[config.mk]
export PLATFORM = sky130hd
export DESIGN_NAME = tsp_forced_edge_lower_bound_flat
export DESIGN_NICKNAME = d
export VERILOG_FILES = /design/src/tfelb_pkg.sv /design/src/tfelb_elem_if.sv /design/src/tfelb_bound_if.sv /design/src/tfelb_in_stage.sv /design/src/tfelb_core.sv /design/src/tsp_forced_edge_lower_bound.sv /design/src/flat_wrapper.sv
export SDC_FILE = /design/constraint.sdc
export NUM_CORES = 1
export LEC_CHECK = 0
export BUFFER_PORTS_ARGS = -buffer_cell sky130_fd_sc_hd__buf_2
export CORE_MARGIN = 2
export CORE_UTILIZATION = 45
export DETAILED_ROUTE_END_ITERATION = 16
export SLEW_MARGIN = 10
export SYNTH_ARGS = -nofsm -noshare
export SYNTH_HDL_FRONTEND = slang
export SYNTH_HIERARCHICAL = 1
export SYNTH_SLANG_ARGS = --single-unit
export TNS_END_PERCENT = 30
[constraint.sdc]
create_clock -name i_clk -period 8 [get_ports i_clk]
set_input_delay 0.4 -clock i_clk [delete_from_list [all_inputs] [get_ports i_clk]]
set_output_delay 0.4 -clock i_clk [all_outputs]
set_load 0.05 [all_outputs]
[src/tfelb_pkg.sv]
// Package for the TSP forced-edge lower-bound block.
// Holds the field widths, the element type and the reset value of the node count.
// Has no dependencies; every other file of the block imports it.
package tfelb_pkg;

    localparam int WEIGHT_IN_W = 17;  // signed input weight, -1 means no edge
    localparam int BOUND_W     = 26;  // twice the bound, one fraction bit
    localparam int NODE_CNT_W  = 9;   // width of the node count register

    localparam logic [NODE_CNT_W-1:0] NODE_CNT_RESET = NODE_CNT_W'(4);

    // One matrix element as it travels from the input register to the core.
    typedef struct packed {
        logic signed [WEIGHT_IN_W-1:0] weight;
        logic                          forced;
    } t_elem;

endpackage

[src/tfelb_elem_if.sv]
// Valid/ready channel that carries one matrix element per transaction.
// Depends on tfelb_pkg for the field widths.
interface tfelb_elem_if import tfelb_pkg::*; ();
    logic                          valid;
    logic                          ready;
    logic signed [WEIGHT_IN_W-1:0] edge_weight;
    logic                          is_forced;

    modport source (output valid, output edge_weight, output is_forced, input ready);
    modport sink   (input valid, input edge_weight, input is_forced, output ready);
endinterface

[src/tfelb_bound_if.sv]
// Valid/ready channel that carries the bound result of one matrix.
// Depends on tfelb_pkg for the field widths.
interface tfelb_bound_if import tfelb_pkg::*; ();
    logic                      valid;
    logic                      ready;
    logic signed [BOUND_W-1:0] bound_twice;
    logic                      bound_valid;

    modport source (output valid, output bound_twice, output bound_valid, input ready);
    modport sink   (input valid, input bound_twice, input bound_valid, output ready);
endinterface

[src/tfelb_in_stage.sv]
// Input register of the lower-bound block: takes one element per transaction.
// Depends on tfelb_pkg and tfelb_elem_if.
module tfelb_in_stage import tfelb_pkg::*; (
    input  logic        i_clk,
    input  logic        i_rst_n,
    tfelb_elem_if.sink  i_elem,
    input  logic        i_adv,
    output logic        o_valid,
    output t_elem       o_elem
);

    logic  r_valid;
    t_elem r_elem;

    // The register is free when empty or when the core consumes it this cycle.
    assign i_elem.ready = !r_valid || i_adv;

    always_ff @(posedge i_clk) begin
        if (!i_rst_n) begin
            r_valid <= 1'b0;
        end else if (i_elem.ready) begin
            r_valid <= i_elem.valid;
        end
    end

    always_ff @(posedge i_clk) begin
        if (i_elem.valid && i_elem.ready) begin
            r_elem.weight <= i_elem.edge_weight;
            r_elem.forced <= i_elem.is_forced;
        end
    end

    assign o_valid = r_valid;
    assign o_elem  = r_elem;

endmodule

[src/tfelb_core.sv]
// Row tracking, accumulation and result register of the lower-bound block.
// Depends on tfelb_pkg and tfelb_bound_if.
module tfelb_core import tfelb_pkg::*; #(
    parameter int MAX_NODES   = 256,
    parameter int WEIGHT_BITS = 16
) (
    input  logic                  i_clk,
    input  logic                  i_rst_n,
    input  logic                  i_cfg_we,
    input  logic [NODE_CNT_W-1:0] i_cfg_wdata,
    input  logic                  i_valid,
    input  t_elem                 i_elem,
    output logic                  o_adv,
    tfelb_bound_if.source         o_bound
);

    localparam int CNT_W  = $clog2(MAX_NODES);
    localparam int NW     = $clog2(MAX_NODES + 1);
    localparam int CW     = (NW > NODE_CNT_W) ? NW : NODE_CNT_W;
    // Input weights never exceed 16 bits, so storage never needs more.
    localparam int WW     = (WEIGHT_BITS < 16) ? WEIGHT_BITS : 16;
    localparam int WCAP_I = (1 << WW) - 1;

    logic [NODE_CNT_W-1:0]     r_node_count;
    logic [CNT_W-1:0]          r_col;
    logic [CNT_W-1:0]          r_row;
    logic [1:0]                r_fseen;
    logic [WW-1:0]             r_best;
    logic                      r_best_p;
    logic [WW-1:0]             r_sec;
    logic                      r_sec_p;
    logic signed [BOUND_W-1:0] r_sum;
    logic                      r_failed;
    logic                      r_out_valid;
    logic signed [BOUND_W-1:0] r_out_bound;
    logic                      r_out_ok;

    logic [1:0]                n_fseen;
    logic [WW-1:0]             n_best;
    logic                      n_best_p;
    logic [WW-1:0]             n_sec;
    logic                      n_sec_p;
    logic signed [BOUND_W-1:0] n_sum;

    logic [CW-1:0]             node_ext;
    logic [NW-1:0]             nodes_eff;
    logic                      neg;
    logic [WW-1:0]             w_sat;
    logic signed [BOUND_W-1:0] forced_add;
    logic signed [BOUND_W-1:0] row_add;
    logic                      row_fail;
    logic                      last_col;
    logic                      last_mat;

    // Clamp the node count to 1..MAX_NODES.
    always_comb begin
        node_ext = CW'(r_node_count);
        if (node_ext == '0) begin
            nodes_eff = NW'(1);
        end else if (node_ext > CW'(MAX_NODES)) begin
            nodes_eff = NW'(MAX_NODES);
        end else begin
            nodes_eff = NW'(node_ext);
        end
    end

    always_comb begin
        neg = i_elem.weight[WEIGHT_IN_W-1];
        if (i_elem.weight[15:0] > 16'(WCAP_I)) begin
            w_sat = '1;
        end else begin
            w_sat = WW'(i_elem.weight[15:0]);
        end

        n_fseen    = r_fseen;
        n_best     = r_best;
        n_best_p   = r_best_p;
        n_sec      = r_sec;
        n_sec_p    = r_sec_p;
        forced_add = '0;

        if (r_fseen != 2'd2) begin
            if (i_elem.forced) begin
                forced_add = neg ? -BOUND_W'(1) : BOUND_W'(w_sat);
                n_fseen    = r_fseen + 2'd1;
            end else if (!neg) begin
                // Keep the two smallest unforced weights of the row.
                if (!r_best_p) begin
                    n_best   = w_sat;
                    n_best_p = 1'b1;
                end else if (w_sat < r_best) begin
                    n_sec   = r_best;
                    n_sec_p = 1'b1;
                    n_best  = w_sat;
                end else if (!r_sec_p || w_sat < r_sec) begin
                    n_sec   = w_sat;
                    n_sec_p = 1'b1;
                end
            end
        end

        row_fail = (n_fseen != 2'd2 && !n_best_p) || (n_fseen == 2'd0 && !n_sec_p);
        if (row_fail || n_fseen == 2'd2) begin
            row_add = '0;
        end else if (n_fseen == 2'd0) begin
            row_add = BOUND_W'(n_best) + BOUND_W'(n_sec);
        end else begin
            row_add = BOUND_W'(n_best);
        end

        last_col = !((CNT_W + 1)'(r_col) + (CNT_W + 1)'(1) < (CNT_W + 1)'(nodes_eff));
        last_mat = last_col &&
                   !((CNT_W + 1)'(r_row) + (CNT_W + 1)'(1) < (CNT_W + 1)'(nodes_eff));
        n_sum    = r_sum + forced_add + (last_col ? row_add : BOUND_W'(0));

        // Stall only when a second result would overwrite one still waiting.
        o_adv = i_valid && !(last_mat && r_out_valid && !o_bound.ready);
    end

    always_ff @(posedge i_clk) begin
        if (!i_rst_n) begin
            r_node_count <= NODE_CNT_RESET;
        end else if (i_cfg_we) begin
            r_node_count <= i_cfg_wdata;
        end
    end

    always_ff @(posedge i_clk) begin
        if (!i_rst_n) begin
            r_col       <= '0;
            r_row       <= '0;
            r_fseen     <= '0;
            r_best      <= '0;
            r_best_p    <= 1'b0;
            r_sec       <= '0;
            r_sec_p     <= 1'b0;
            r_sum       <= '0;
            r_failed    <= 1'b0;
            r_out_valid <= 1'b0;
        end else begin
            // A new result takes priority over clearing the one just taken.
            if (o_adv && last_mat) begin
                r_out_valid <= 1'b1;
            end else if (o_bound.ready) begin
                r_out_valid <= 1'b0;
            end
            if (o_adv) begin
                if (last_col) begin
                    r_col    <= '0;
                    r_fseen  <= '0;
                    r_best   <= '0;
                    r_best_p <= 1'b0;
                    r_sec    <= '0;
                    r_sec_p  <= 1'b0;
                    if (last_mat) begin
                        r_row    <= '0;
                        r_sum    <= '0;
                        r_failed <= 1'b0;
                    end else begin
                        r_row    <= r_row + CNT_W'(1);
                        r_sum    <= n_sum;
                        r_failed <= r_failed || row_fail;
                    end
                end else begin
                    r_col    <= r_col + CNT_W'(1);
                    r_fseen  <= n_fseen;
                    r_best   <= n_best;
                    r_best_p <= n_best_p;
                    r_sec    <= n_sec;
                    r_sec_p  <= n_sec_p;
                    r_sum    <= n_sum;
                end
            end
        end
    end

    always_ff @(posedge i_clk) begin
        if (o_adv && last_mat) begin
            r_out_ok    <= !(r_failed || row_fail);
            r_out_bound <= (r_failed || row_fail) ? BOUND_W'(0) : n_sum;
        end
    end

    assign o_bound.valid       = r_out_valid;
    assign o_bound.bound_twice = r_out_bound;
    assign o_bound.bound_valid = r_out_ok;

endmodule

[src/tsp_forced_edge_lower_bound.sv]
// Top level of the TSP forced-edge lower-bound block.
// Depends on tfelb_pkg, tfelb_elem_if, tfelb_bound_if, tfelb_in_stage and tfelb_core.
//
//   Channel   Direction  Transaction carries
//   i_elem    in         one matrix element: edge_weight, is_forced (row-major order)
//   o_bound   out        one result per matrix: bound_twice, bound_valid
//   i_cfg_*   in         node_count write, taken at any edge with i_cfg_we high outside reset
//
// One element is taken every cycle while the input does not stall; an element
// waits in the input register and is folded into the row state on its way out,
// at the same edge that loads the result register, so a result shows as the
// last element of a matrix leaves the input register.
// Reset is synchronous and active low; it sets node_count to 4 and clears the
// position, the row state, the running sum and the result valid flag.
// The input stalls only when the last element of a matrix arrives while the
// previous result is still waiting to be taken on o_bound.
module tsp_forced_edge_lower_bound import tfelb_pkg::*; #(
    parameter int MAX_NODES   = 256,
    parameter int WEIGHT_BITS = 16
) (
    input  logic                  i_clk,
    input  logic                  i_rst_n,
    tfelb_elem_if.sink            i_elem,
    tfelb_bound_if.source         o_bound,
    input  logic                  i_cfg_we,
    input  logic [NODE_CNT_W-1:0] i_cfg_wdata
);

    logic  elem_valid;
    t_elem elem;
    logic  adv;

    // The input register decouples the upstream handshake from the row logic.
    tfelb_in_stage u_in_stage (
        .i_clk   (i_clk),
        .i_rst_n (i_rst_n),
        .i_elem  (i_elem),
        .i_adv   (adv),
        .o_valid (elem_valid),
        .o_elem  (elem)
    );

    // The core keeps the two smallest unforced weights and the forced count of
    // the current row, the running sum of forced weights and finished rows, and
    // the result register that holds a finished bound until it is taken.
    tfelb_core #(
        .MAX_NODES   (MAX_NODES),
        .WEIGHT_BITS (WEIGHT_BITS)
    ) u_core (
        .i_clk       (i_clk),
        .i_rst_n     (i_rst_n),
        .i_cfg_we    (i_cfg_we),
        .i_cfg_wdata (i_cfg_wdata),
        .i_valid     (elem_valid),
        .i_elem      (elem),
        .o_adv       (adv),
        .o_bound     (o_bound)
    );

endmodule
[src/flat_wrapper.sv]
// flat-port wrapper written by rule: the top's interface ports become plain ports
module tsp_forced_edge_lower_bound_flat import tfelb_pkg::*;
#(
    parameter int MAX_NODES   = 256,
    parameter int WEIGHT_BITS = 16
)
  (i_clk, i_rst_n, i_cfg_we, i_cfg_wdata, i_elem_valid, i_elem_edge_weight, i_elem_is_forced, i_elem_ready, o_bound_valid, o_bound_bound_twice, o_bound_bound_valid, o_bound_ready);
  tfelb_elem_if i_elem_i ();
  tfelb_bound_if o_bound_i ();
  input  logic i_clk;
  input  logic i_rst_n;
  input  logic i_cfg_we;
  input  logic [NODE_CNT_W-1:0] i_cfg_wdata;
  input wire logic [$bits(i_elem_i.valid)-1:0] i_elem_valid;
  input wire logic [$bits(i_elem_i.edge_weight)-1:0] i_elem_edge_weight;
  input wire logic [$bits(i_elem_i.is_forced)-1:0] i_elem_is_forced;
  output wire logic [$bits(i_elem_i.ready)-1:0] i_elem_ready;
  output wire logic [$bits(o_bound_i.valid)-1:0] o_bound_valid;
  output wire logic [$bits(o_bound_i.bound_twice)-1:0] o_bound_bound_twice;
  output wire logic [$bits(o_bound_i.bound_valid)-1:0] o_bound_bound_valid;
  input wire logic [$bits(o_bound_i.ready)-1:0] o_bound_ready;
  assign i_elem_i.valid = i_elem_valid;
  assign i_elem_i.edge_weight = i_elem_edge_weight;
  assign i_elem_i.is_forced = i_elem_is_forced;
  assign i_elem_ready = i_elem_i.ready;
  assign o_bound_valid = o_bound_i.valid;
  assign o_bound_bound_twice = o_bound_i.bound_twice;
  assign o_bound_bound_valid = o_bound_i.bound_valid;
  assign o_bound_i.ready = o_bound_ready;
  tsp_forced_edge_lower_bound #(.MAX_NODES(MAX_NODES), .WEIGHT_BITS(WEIGHT_BITS)) u_core (.i_clk(i_clk), .i_rst_n(i_rst_n), .i_elem(i_elem_i), .o_bound(o_bound_i), .i_cfg_we(i_cfg_we), .i_cfg_wdata(i_cfg_wdata));
endmodule
==> metrics.txt, run 1 <==
total CTS buffers 17; setup TNS 0 ns; Core Box Area 21800 sq um; antenna-violating nets left 0; PD cells 177 nW/um^2; H-Tree Depth 4; IO Port Bufs 60; Slew Limit Fails 0; WS Path Type flip-flop to flip-flop; WL final 24.8 mm; Cell Area, Placed 10500 sq um; initial core utilization 45.6%; Routed WL per cell 17.2 um; fill count 2084; Syn Inst Count 1096; Synth Area in Compound Gates 22.0%; EDFF count, synth 45; Tot GR Track Use 21.2%; Worst-Margin Slew 1.04 ns; Yosys warnings 6; Area Overhead vs Synth 11.9%; worst skew pair latency 0.42 ns; worst hold path class primary input to flip-flop; Longest Clk Path Bufs 2; RSZ-0062 raised after global routing no; Die H 153 um; Post-Syn Nets 1244; post-synthesis mux area share 4.51%; Die X 153 um; Layout Skew 0.00909 ns; n_diodes 0; r2r startpoint u_core/u_in_stage/o_elem[11]; largest family of logic cells by synthesized area compound AO/OA/AOI/OAI gates; Boundary Pins 61; final cell count without fillers 1444; Synth Area per Inst 9.05 sq um; max incr delay on CP 0.52 ns; CTS tree done; Primary FF master, synth dfxtp_1; Yosys cell types 76; Crit Path Max Fanout 14; FFs w/ async S/R, synth 0%; max-cap violations 0; Simple-Gate Fraction of Synth Area 16.8%; share of cells above drive strength 1 15.2%; largest net degree at the start of global routing 60; DRC viols 0; Worst Setup SP u_core/u_in_stage/o_elem[11]; xor-xnor portion of the synthesized cell area 3.80%; Post-Synth Adder-Cell Area 16.1%; placed insts 1412; initial antenna violation count 0; total gr overflow 0; cell mode on critical path ha_1; CTS root buffer clkbuf_16; WP data required 8.16 ns; peak supply drop 0.142 mV; Post-synth top cells nand2_1 (106), ha_1 (97), dfxtp_1 (90); post-route standard cell area excluding fillers 11100 sq um; total number of vias 8131; Final Cycle Share 92.0%; Rows 54; clock net sink count 135; Setup-failing EPs final 0; Area contributors post-synth dfxtp_1 (18%), edfxtp_1 (14%), ha_1 (12%); number of global-route vias before repair 7453; Top Family by Delay on Critical Path compound AO/OA/AOI/OAI gates; initial drt markers 548; min cycle time layout 7.36 ns; Rel. slew slack 30.5%; worst path bufs/invs 2; first-pass GRT wire length 39.6 mm; status finished, final reports clean; sequential fraction of the synthesis area 31.8%; Worst-path clk slew 0.06 ns; share of the synthesized area in the top cell type 18.2%; Yosys top cell by area dfxtp_1; top-count cell post-synth nand2_1; flops & latches, synth 135; nets 1299; startpoint type of the worst setup path flip-flop; Slowest-stage cell, CP edfxtp_1; Hold-fix buffers, CTS 0; CP Data Arrival Time 7.52 ns; Post-CTS Setup Bufs 0; HP Start i_elem_edge_weight[10]; Final Hold Fails 0; via/cell ratio 5.63; synthesized area 9920 sq um; number of gates resized after cts 0; TritonRoute pass-1 iters 5; f_max 136 MHz; routability cong. 0.890; die area 23300 sq um; leak pwr 4.81 nW; DP HPWL 18.6 mm; CP Capture Type flip-flop
==> worst paths after layout <==
kind                                           endpoint  slack [ns]  cells past startpoint
setup / recovery  u_core/u_core/o_bound.bound_twice[25]        0.64                     30
hold / removal             u_core/u_in_stage/o_elem[11]        0.15                      1
setup reg to reg  u_core/u_core/o_bound.bound_twice[25]        0.64                     30
hold reg to reg                 u_core/u_core/r_sum[19]        0.47                      2
==> through the flow <==
step                      util, %  worst slack (ns)  hold slack (ns)  total power [mW]
after floorplan                 -              1.45            0.432              1.05
after global placement       48.2             0.801            0.448              1.14
after detailed placement     48.2             0.731            0.455              1.15
after CTS                    51.0             0.707            0.129              1.99
after global routing         51.0             0.181            0.129              2.06
final                        51.0             0.640            0.150              1.97
==> layer usage <==
metal	up-vias	wire length, um	global-route usage [%]
met5	-	0	0
met4	0	453	6.70
met3	27	1040	2.96
met2	203	11000	32.8
met1	3824	12400	30.8
li1	4077	-	-
==> sequential cells by signal, summed over array words and instances (netlist names) <==
name	cells
u_core/u_core/r_best_p	1
u_core/u_core/r_best	16
u_core/u_core/o_bound.bound_valid	1
u_core/u_core/r_failed	1
u_core/u_core/o_bound.bound_twice	26
u_core/u_core/node_ext	9
u_core/u_core/r_sum	26
u_core/u_core/o_bound.valid	1
u_core/u_core/r_sec	16
u_core/u_core/r_col	8
u_core/u_in_stage/o_valid	1
u_core/u_core/r_row	8
u_core/u_in_stage/o_elem	18
u_core/u_core/r_fseen	2
u_core/u_core/r_sec_p	1
==> power by group <==
part           internal (mW)  switching [mW]
Clock                  0.520           0.314
Combinational          0.147           0.223
Sequential             0.736          0.0299
==> layout by cell type, fill, tap and decap left out, types with 8 or more instances in the layout <==
cell type,count
clkbuf_16,17
a21oi_1,56
fa_1,19
nand3_1,22
nand2b_1,11
o2bb2ai_1,17
edfxtp_1,45
nor2b_1,17
nand2_1,106
inv_1,74
dfxtp_1,90
a21o_1,27
buf_2,60
buf_4,16
nor3_1,25
o22ai_2,10
ha_1,97
xnor2_1,22
nor2_1,80
o21a_1,9
and2_1,27
mux2i_1,11
a22o_1,22
o22ai_1,12
o21ai_0,55
a311o_1,8
and3_1,20
xor2_1,21
mux2_2,30
==> logic make-up (layout without fill, tap and decap cells) <==
kind of cell | count (synthesis) | in the layout
AO/OA/AOI/OAI | 300 | 300
XOR/XNOR | 43 | 43
buffers and inverters | 117 | 185
flip-flops | 135 | 135
AND/OR/NAND/NOR | 344 | 344
adder cells (fa/ha/maj) | 116 | 116
multiplexers | 41 | 41
==> final cells by class <==
type	count	area, sq um	area share [%]
clock buffer	19	433	3.90
clock inverter	13	179	1.61
inverter	77	289	2.60
multi-input combinational	844	6270	56.5
sequential	135	3150	28.4
tap	280	350	3.16
timing repair buffer	76	420	3.79
(Power assumes the default switching activity.)
==> run 2: changes to the inputs <==
--- a/config.mk
+++ b/config.mk
@@ -5,13 +5,12 @@
 export SDC_FILE = /design/constraint.sdc
 export NUM_CORES = 1
 export LEC_CHECK = 0
-export BUFFER_PORTS_ARGS = -buffer_cell sky130_fd_sc_hd__buf_2
 export CORE_MARGIN = 2
 export CORE_UTILIZATION = 45
 export DETAILED_ROUTE_END_ITERATION = 16
+export DONT_BUFFER_PORTS = 1
 export SLEW_MARGIN = 10
 export SYNTH_ARGS = -nofsm -noshare
 export SYNTH_HDL_FRONTEND = slang
-export SYNTH_HIERARCHICAL = 1
 export SYNTH_SLANG_ARGS = --single-unit
 export TNS_END_PERCENT = 30
==> run 2 against run 1 <==
- sequential cell count stayed put
- critical path type unchanged
- register-to-register slack worse by 0.13 ns
- final cell count down 11%
- die area shrank 7.1%
- routed wire length fell by 8.5%
==> metrics.txt, run 2 <==
Slowest-stage cell, CP a211oi_2; nets 1157; Final Util 50.0%; sequential fraction of the synthesis area 34.3%; max-cap violations 0; TritonRoute pass-1 iters 5; final cell count without fillers 1292; Post-CTS Setup Bufs 0; Simple-Gate Fraction of Synth Area 13.6%; Syn Inst Count 1007; Final Cycle Share 93.6%; FFs w/ async S/R, synth 0%; Rel. slew slack 22.5%; worst skew pair latency 0.42 ns; Area contributors post-synth dfxtp_1 (20%), edfxtp_1 (15%), ha_1 (13%); status finished, final reports clean; Slew Limit Fails 0; Synth Area per Inst 9.13 sq um; top-count cell post-synth nor2_1; min cycle time layout 7.49 ns; Worst-Margin Slew 1.16 ns; largest net degree at the start of global routing 34; H-Tree Depth 4; Synth Area in Compound Gates 22.3%; Yosys top cell by area dfxtp_1; initial drt markers 449; most common cell after layout, fill and taps aside nor2_1; EDFF count, synth 45; synthesized area 9200 sq um; worst slack, placed 0.293 ns; Post-synth top cells nor2_1 (108), ha_1 (97), dfxtp_1 (90); max incr delay on CP 0.55 ns; Boundary Pins 61; first-pass GRT wire length 37.0 mm; setup TNS 0 ns; worst hold path class primary input to flip-flop; total CTS buffers 17; WS Path Type flip-flop to flip-flop; share of cells above drive strength 1 7.05%; Sequential Power Share 42.9%; Layout Skew 0.00866 ns; R2R Setup Slk 0.51 ns; Worst Setup SP u_core.u_in_stage.o_elem[7]; WHS Path Cells 1; clock net sink count 135; flops & latches, synth 135; Worst-path clk slew 0.06 ns; initial core utilization 45.6%; Die H 147 um; post-synthesis mux area share 3.02%; largest family of logic cells by synthesized area compound AO/OA/AOI/OAI gates; internal power 1.27 mW; CP Data Arrival Time 7.83 ns; Rows 52; n_diodes 0; Setup-failing EPs final 0; CTS root buffer clkbuf_16; Tot GR Track Use 21.5%; leak pwr 4.21 nW; sw frac 28.0%; WP data required 8.34 ns; initial antenna violation count 0; P_sw 0.495 mW; WL final 22.7 mm; combinational share of power 15.9%; total gr overflow 0; Routed WL per cell 17.6 um; number of global-route vias before repair 7165; r2r startpoint u_core.u_in_stage.o_elem[7]; Die X 147 um; total number of vias 7372; final worst setup slack 0.513 ns; xor-xnor portion of the synthesized cell area 4.19%; Clock power frac 41.3%; via/cell ratio 5.71; PD cells 175 nW/um^2; peak supply drop 0.149 mV; Critical R2R Capture u_core.u_core.r_sum[25]; CP endpoint u_core.u_core.r_sum[25]; CTS tree done; Final Hold Fails 0; f_max 134 MHz; Cell Area, Placed 9510 sq um; DRC viols 0; die area 21600 sq um; Crit Path Max Fanout 8; placed insts 1260; Core Box Area 20200 sq um; post-route standard cell area excluding fillers 10100 sq um; CP Capture Type flip-flop; Longest Clk Path Bufs 2; antenna-violating nets left 0; startpoint type of the worst setup path flip-flop; Primary FF master, synth dfxtp_1; Post-Syn Nets 1155; share of the synthesized area in the top cell type 19.6%; Yosys warnings 0; routability cong. 0.884; IO Port Bufs 0; Area Overhead vs Synth 9.56%; R2R cell count 26; DP HPWL 17.4 mm; Post-Synth Adder-Cell Area 17.3%; Yosys cell types 68; most frequent cells in the layout nor2_1 (107), ha_1 (97), dfxtp_1 (90), inv_1 (87), o21ai_0 (66)
run 2: changes by cell type after synthesis, sizes merged, moves of 10 or more:
cell	change
mux2	-24
a22o	-14
nor2	+28
nand2	-50
and2	-18
a22oi	+26
inv	+10
nor3	-20
a21oi	-12
mux2i	+10
run 2: stage by stage:
stage | hold slack (ns) | power, mW
after floorplan | 0.432 | 0.978
after global placement | 0.446 | 1.05
after detailed placement | 0.448 | 1.05
after CTS | 0.0268 | 1.78
after global routing | 0.0380 | 1.84
final | 0.0385 | 1.77
run 2: kinds of logic (layout without fill, tap and decap cells):
group,after synthesis,count (layout)
DFF,135,135
muxes,27,27
buffers and inverters,122,137
and+or+nand+nor,265,265
adders and majority gates,116,116
AOI/OAI and AO/OA,298,298
xor gates and xnor gates,44,44
run 2: critical path: cells and delay by family, from the launching register on:
kind	cells	cell delay (ns)
flip-flops	1	0.48
AND/OR/NAND/NOR	4	0.92
XOR/XNOR	1	0.10
adder cells (fa/ha/maj)	4	1.52
AO/OA/AOI/OAI	17	4.36
run 2: worst min path at each step:
stage / startpoint / slack, ns / endpoint
floorplan: u_core.u_core.r_sec[10] / 0.43 / u_core.u_core.r_sec[10]
global placement: u_core.u_core.r_sec[6] / 0.45 / u_core.u_core.r_sec[6]
detailed placement: u_core.u_core.r_sec[13] / 0.45 / u_core.u_core.r_sec[13]
CTS: i_rst_n / 0.03 / u_core.u_core.node_ext[2]
global route: i_rst_n / 0.04 / u_core.u_core.node_ext[2]
finish: i_rst_n / 0.04 / u_core.u_core.node_ext[2]
run 2: layer usage:
| layer | part of all wire, % | GRT usage (%) | vias to the layer above |
|---|---|---|---|
| li1 | - | - | 3657 |
| met1 | 51 | 31.1 | 3526 |
| met2 | 43 | 33.1 | 167 |
| met3 | 4.6 | 3.63 | 22 |
| met4 | 1.3 | 6.39 | 0 |
| met5 | 0 | 0 | - |
run 2: repair_timing:
item                                    CTS  global route
resized for setup                         0             7
endpoints found under the setup margin    0             8
hold endpoints to repair                  0             0
hold buffers                              0             0
run 2: power groups by stage:
stage / clock [mW] / sequential (mW) / combinational, mW
global placement: 0 / 0.771 / 0.276
finish: 0.729 / 0.758 / 0.280
global route: 0.768 / 0.762 / 0.314
detailed placement: 0 / 0.772 / 0.277
CTS: 0.743 / 0.758 / 0.279
floorplan: 0 / 0.763 / 0.215
run 2: cell type report:
class	instances	area, sq um
Clock buffer	22	454
Clock inverter	10	81.3
Fill cell	1903	10100
Inverter	88	330
Multi-Input combinational cell	750	5590
Sequential cell	135	3150
Tap cell	270	338
Timing Repair Buffer	17	128
==> run 3: changes to the inputs <==
--- a/config.mk
+++ b/config.mk
@@ -5,6 +5,7 @@
 export SDC_FILE = /design/constraint.sdc
 export NUM_CORES = 1
 export LEC_CHECK = 0
+export ABC_AREA = 1
 export CORE_MARGIN = 2
 export CORE_UTILIZATION = 45
 export DETAILED_ROUTE_END_ITERATION = 16
==> run 3 against run 2 <==
- combinational power grew 16%
- utilization shrank 1.1 points
- sequential cell count is the same
- non-clock buffer count shrank 12
- sequential share of layout area shrank 2.7 points
- via count grew 23%
- global-route usage grew 0.83 points
- count of clock-buffer cells in the layout shrank 2
- hold slack gained 0.019 ns
==> metrics.txt, run 3 <==
WP data required 8.28 ns; CTS root buffer clkbuf_16; share of cells above drive strength 1 4.57%; RSZ-0062 raised after global routing no; CTS tree done; Syn Inst Count 1449; initial drt markers 525; total gr overflow 0; WS Path Type flip-flop to flip-flop; most common cell after layout, fill and taps aside nand2_1; Post-Syn Nets 1597; first-pass GRT wire length 43.6 mm; leak pwr 5.12 nW; Hold-fix buffers, CTS 0; Primary FF master, synth dfxtp_1; via/cell ratio 5.24; min cycle time layout 6.83 ns; Worst-path clk slew 0.06 ns; synthesized area 10300 sq um; total CTS buffers 17; r2r startpoint u_core.u_in_stage.o_elem[16]; CP Data Arrival Time 7.11 ns; WL final 26.0 mm; Setup-failing EPs final 0; Rel. slew slack 32.8%; Final Hold Fails 0; f_max 146 MHz; post-route standard cell area excluding fillers 11000 sq um; worst hold path class primary input to flip-flop; most frequent cells in the layout nand2_1 (409), inv_1 (191), a21oi_1 (155), nand3_1 (106), ha_1 (97); IO Port Bufs 0; number of global-route vias before repair 8655; Layout Skew 0.00946 ns; DRC viols 0; number of gates resized after cts 0; CP Capture Type flip-flop; Final Cycle Share 85.4%; n_diodes 0; Tot GR Track Use 22.3%; startpoint type of the worst setup path flip-flop; FFs w/ async S/R, synth 0%; largest net degree at the start of global routing 72; CP endpoint u_core.u_core.o_bound.bound_twice[16]; Crit Path Max Fanout 17; Rows 55; EDFF count, synth 45; die area 24200 sq um; Post-synth top cells nand2_1 (409), inv_1 (191), a21oi_1 (155); TritonRoute pass-1 iters 5; status finished, final reports clean; Slew Limit Fails 0; Longest Clk Path Bufs 2; nets 1578; PD cells 169 nW/um^2; worst slack, placed 1.20 ns; H-Tree Depth 4; Area Overhead vs Synth 6.92%; Area contributors post-synth dfxtp_1 (17%), nand2_1 (15%), edfxtp_1 (13%); clock net sink count 135; initial core utilization 45.7%; peak supply drop 0.126 mV; Yosys cell types 46; DP HPWL 19.6 mm; Die H 155 um; Critical R2R Capture u_core.u_core.o_bound.bound_twice[16]; Synth Area per Inst 7.12 sq um; final worst setup slack 1.17 ns; Cell Area, Placed 10500 sq um; share of the synthesized area in the top cell type 17.5%; R2R Setup Slk 1.17 ns; Die X 155 um; Yosys warnings 0; Boundary Pins 61; Worst Setup SP u_core.u_in_stage.o_elem[16]; routability cong. 0.949; Worst-Margin Slew 1.01 ns; top-count cell post-synth nand2_1; R2R cell count 27; worst skew pair latency 0.43 ns; Yosys top cell by area dfxtp_1; Core Box Area 22600 sq um; total number of vias 9054; max-cap violations 0; Post-CTS Setup Bufs 0; sequential fraction of the synthesis area 30.6%; initial antenna violation count 0; flops & latches, synth 135; antenna-violating nets left 0; Routed WL per cell 15.0 um; setup TNS 0 ns
-- run 3: how the worst min path moves through the flow --
stage                                start                        end  slack, ns  cells after the start
floorplan           u_core.u_core.r_failed     u_core.u_core.r_failed       0.44                      2
global placement    u_core.u_core.r_failed     u_core.u_core.r_failed       0.44                      2
detailed placement  u_core.u_core.r_failed     u_core.u_core.r_failed       0.45                      2
CTS                                i_rst_n  u_core.u_core.node_ext[2]       0.04                      1
global route                       i_rst_n  u_core.u_core.node_ext[2]       0.04                      1
finish                             i_rst_n  u_core.u_core.node_ext[2]       0.06                      1
-- run 3: final cells by class --
class	instances	area (sq um)
multi-input combinational	1072	6160
inverter	199	747
clock buffer	20	468
timing repair buffer	5	37.5
sequential	135	3150
clock inverter	12	113
fill	2317	11500
tap	285	357
-- run 3: cells by family after synthesis --
group / after synthesis / share of synthesized area, %
AND/OR/NAND/NOR: 660 / 27.2
AO/OA/AOI/OAI: 254 / 13.3
buffers and inverters: 242 / 9.87
flip-flops: 135 / 30.6
adder cells (fa/ha/maj): 116 / 15.4
XOR/XNOR: 42 / 3.64
-- run 3: worst max-delay path, stage by stage, from the launching register on --
cell and delay [ns]:
edfxtp_1 0.50, ha_1 0.35, a21oi_1 0.12, o21ai_0 0.11, nor2_2 0.58, nand2_4 0.27, nand2_4 0.25, nand2_4 0.17
nand2_1 0.09, nand2_1 0.11, ha_1 0.38, a21oi_1 0.26, o21ai_0 0.14, a21oi_1 0.33, xor2_1 0.12, a21oi_1 0.15
o21ai_1 0.11, fa_1 0.49, inv_1 0.04, ha_1 0.34, a21oi_1 0.25, a21boi_0 0.55, o21ai_0 0.30, nand3_1 0.15
nand2_1 0.09, xor2_1 0.28, inv_1 0.08, nor2_1 0.08
-- run 3: routing by layer --
| layer | share of wire, % | GRT usage (%) | vias to the layer above |
|---|---|---|---|
| li1 | - | - | 4702 |
| met1 | 51 | 32.2 | 4134 |
| met2 | 44 | 35.0 | 203 |
| met3 | 4.2 | 3.62 | 15 |
| met4 | 0.84 | 5.07 | 0 |
| met5 | 0 | 0 | - |
-- run 3: power breakdown --
group	switching, mW	leakage [nW]	internal, mW	total (mW)
clock network	0.329	0.283	0.459	0.788
registers	0.0233	1.17	0.731	0.755
logic	0.220	3.67	0.106	0.326
total	0.573	5.12	1.30	1.87
-- run 3: per-stage QoR --
stage / power (mW) / util (%) / cells / hold slack, ns
6_report: 1.87 / 48.9 / 1728 / 0.0577
5_1_grt: 1.97 / 48.9 / 1728 / 0.0403
4_1_cts: 1.89 / 48.9 / 1728 / 0.0414
3_5_place_dp: 1.09 / 46.3 / 1696 / 0.454
3_3_place_gp: 1.09 / 46.3 / 1696 / 0.444
2_1_floorplan: 1.02 / - / 1449 / 0.437
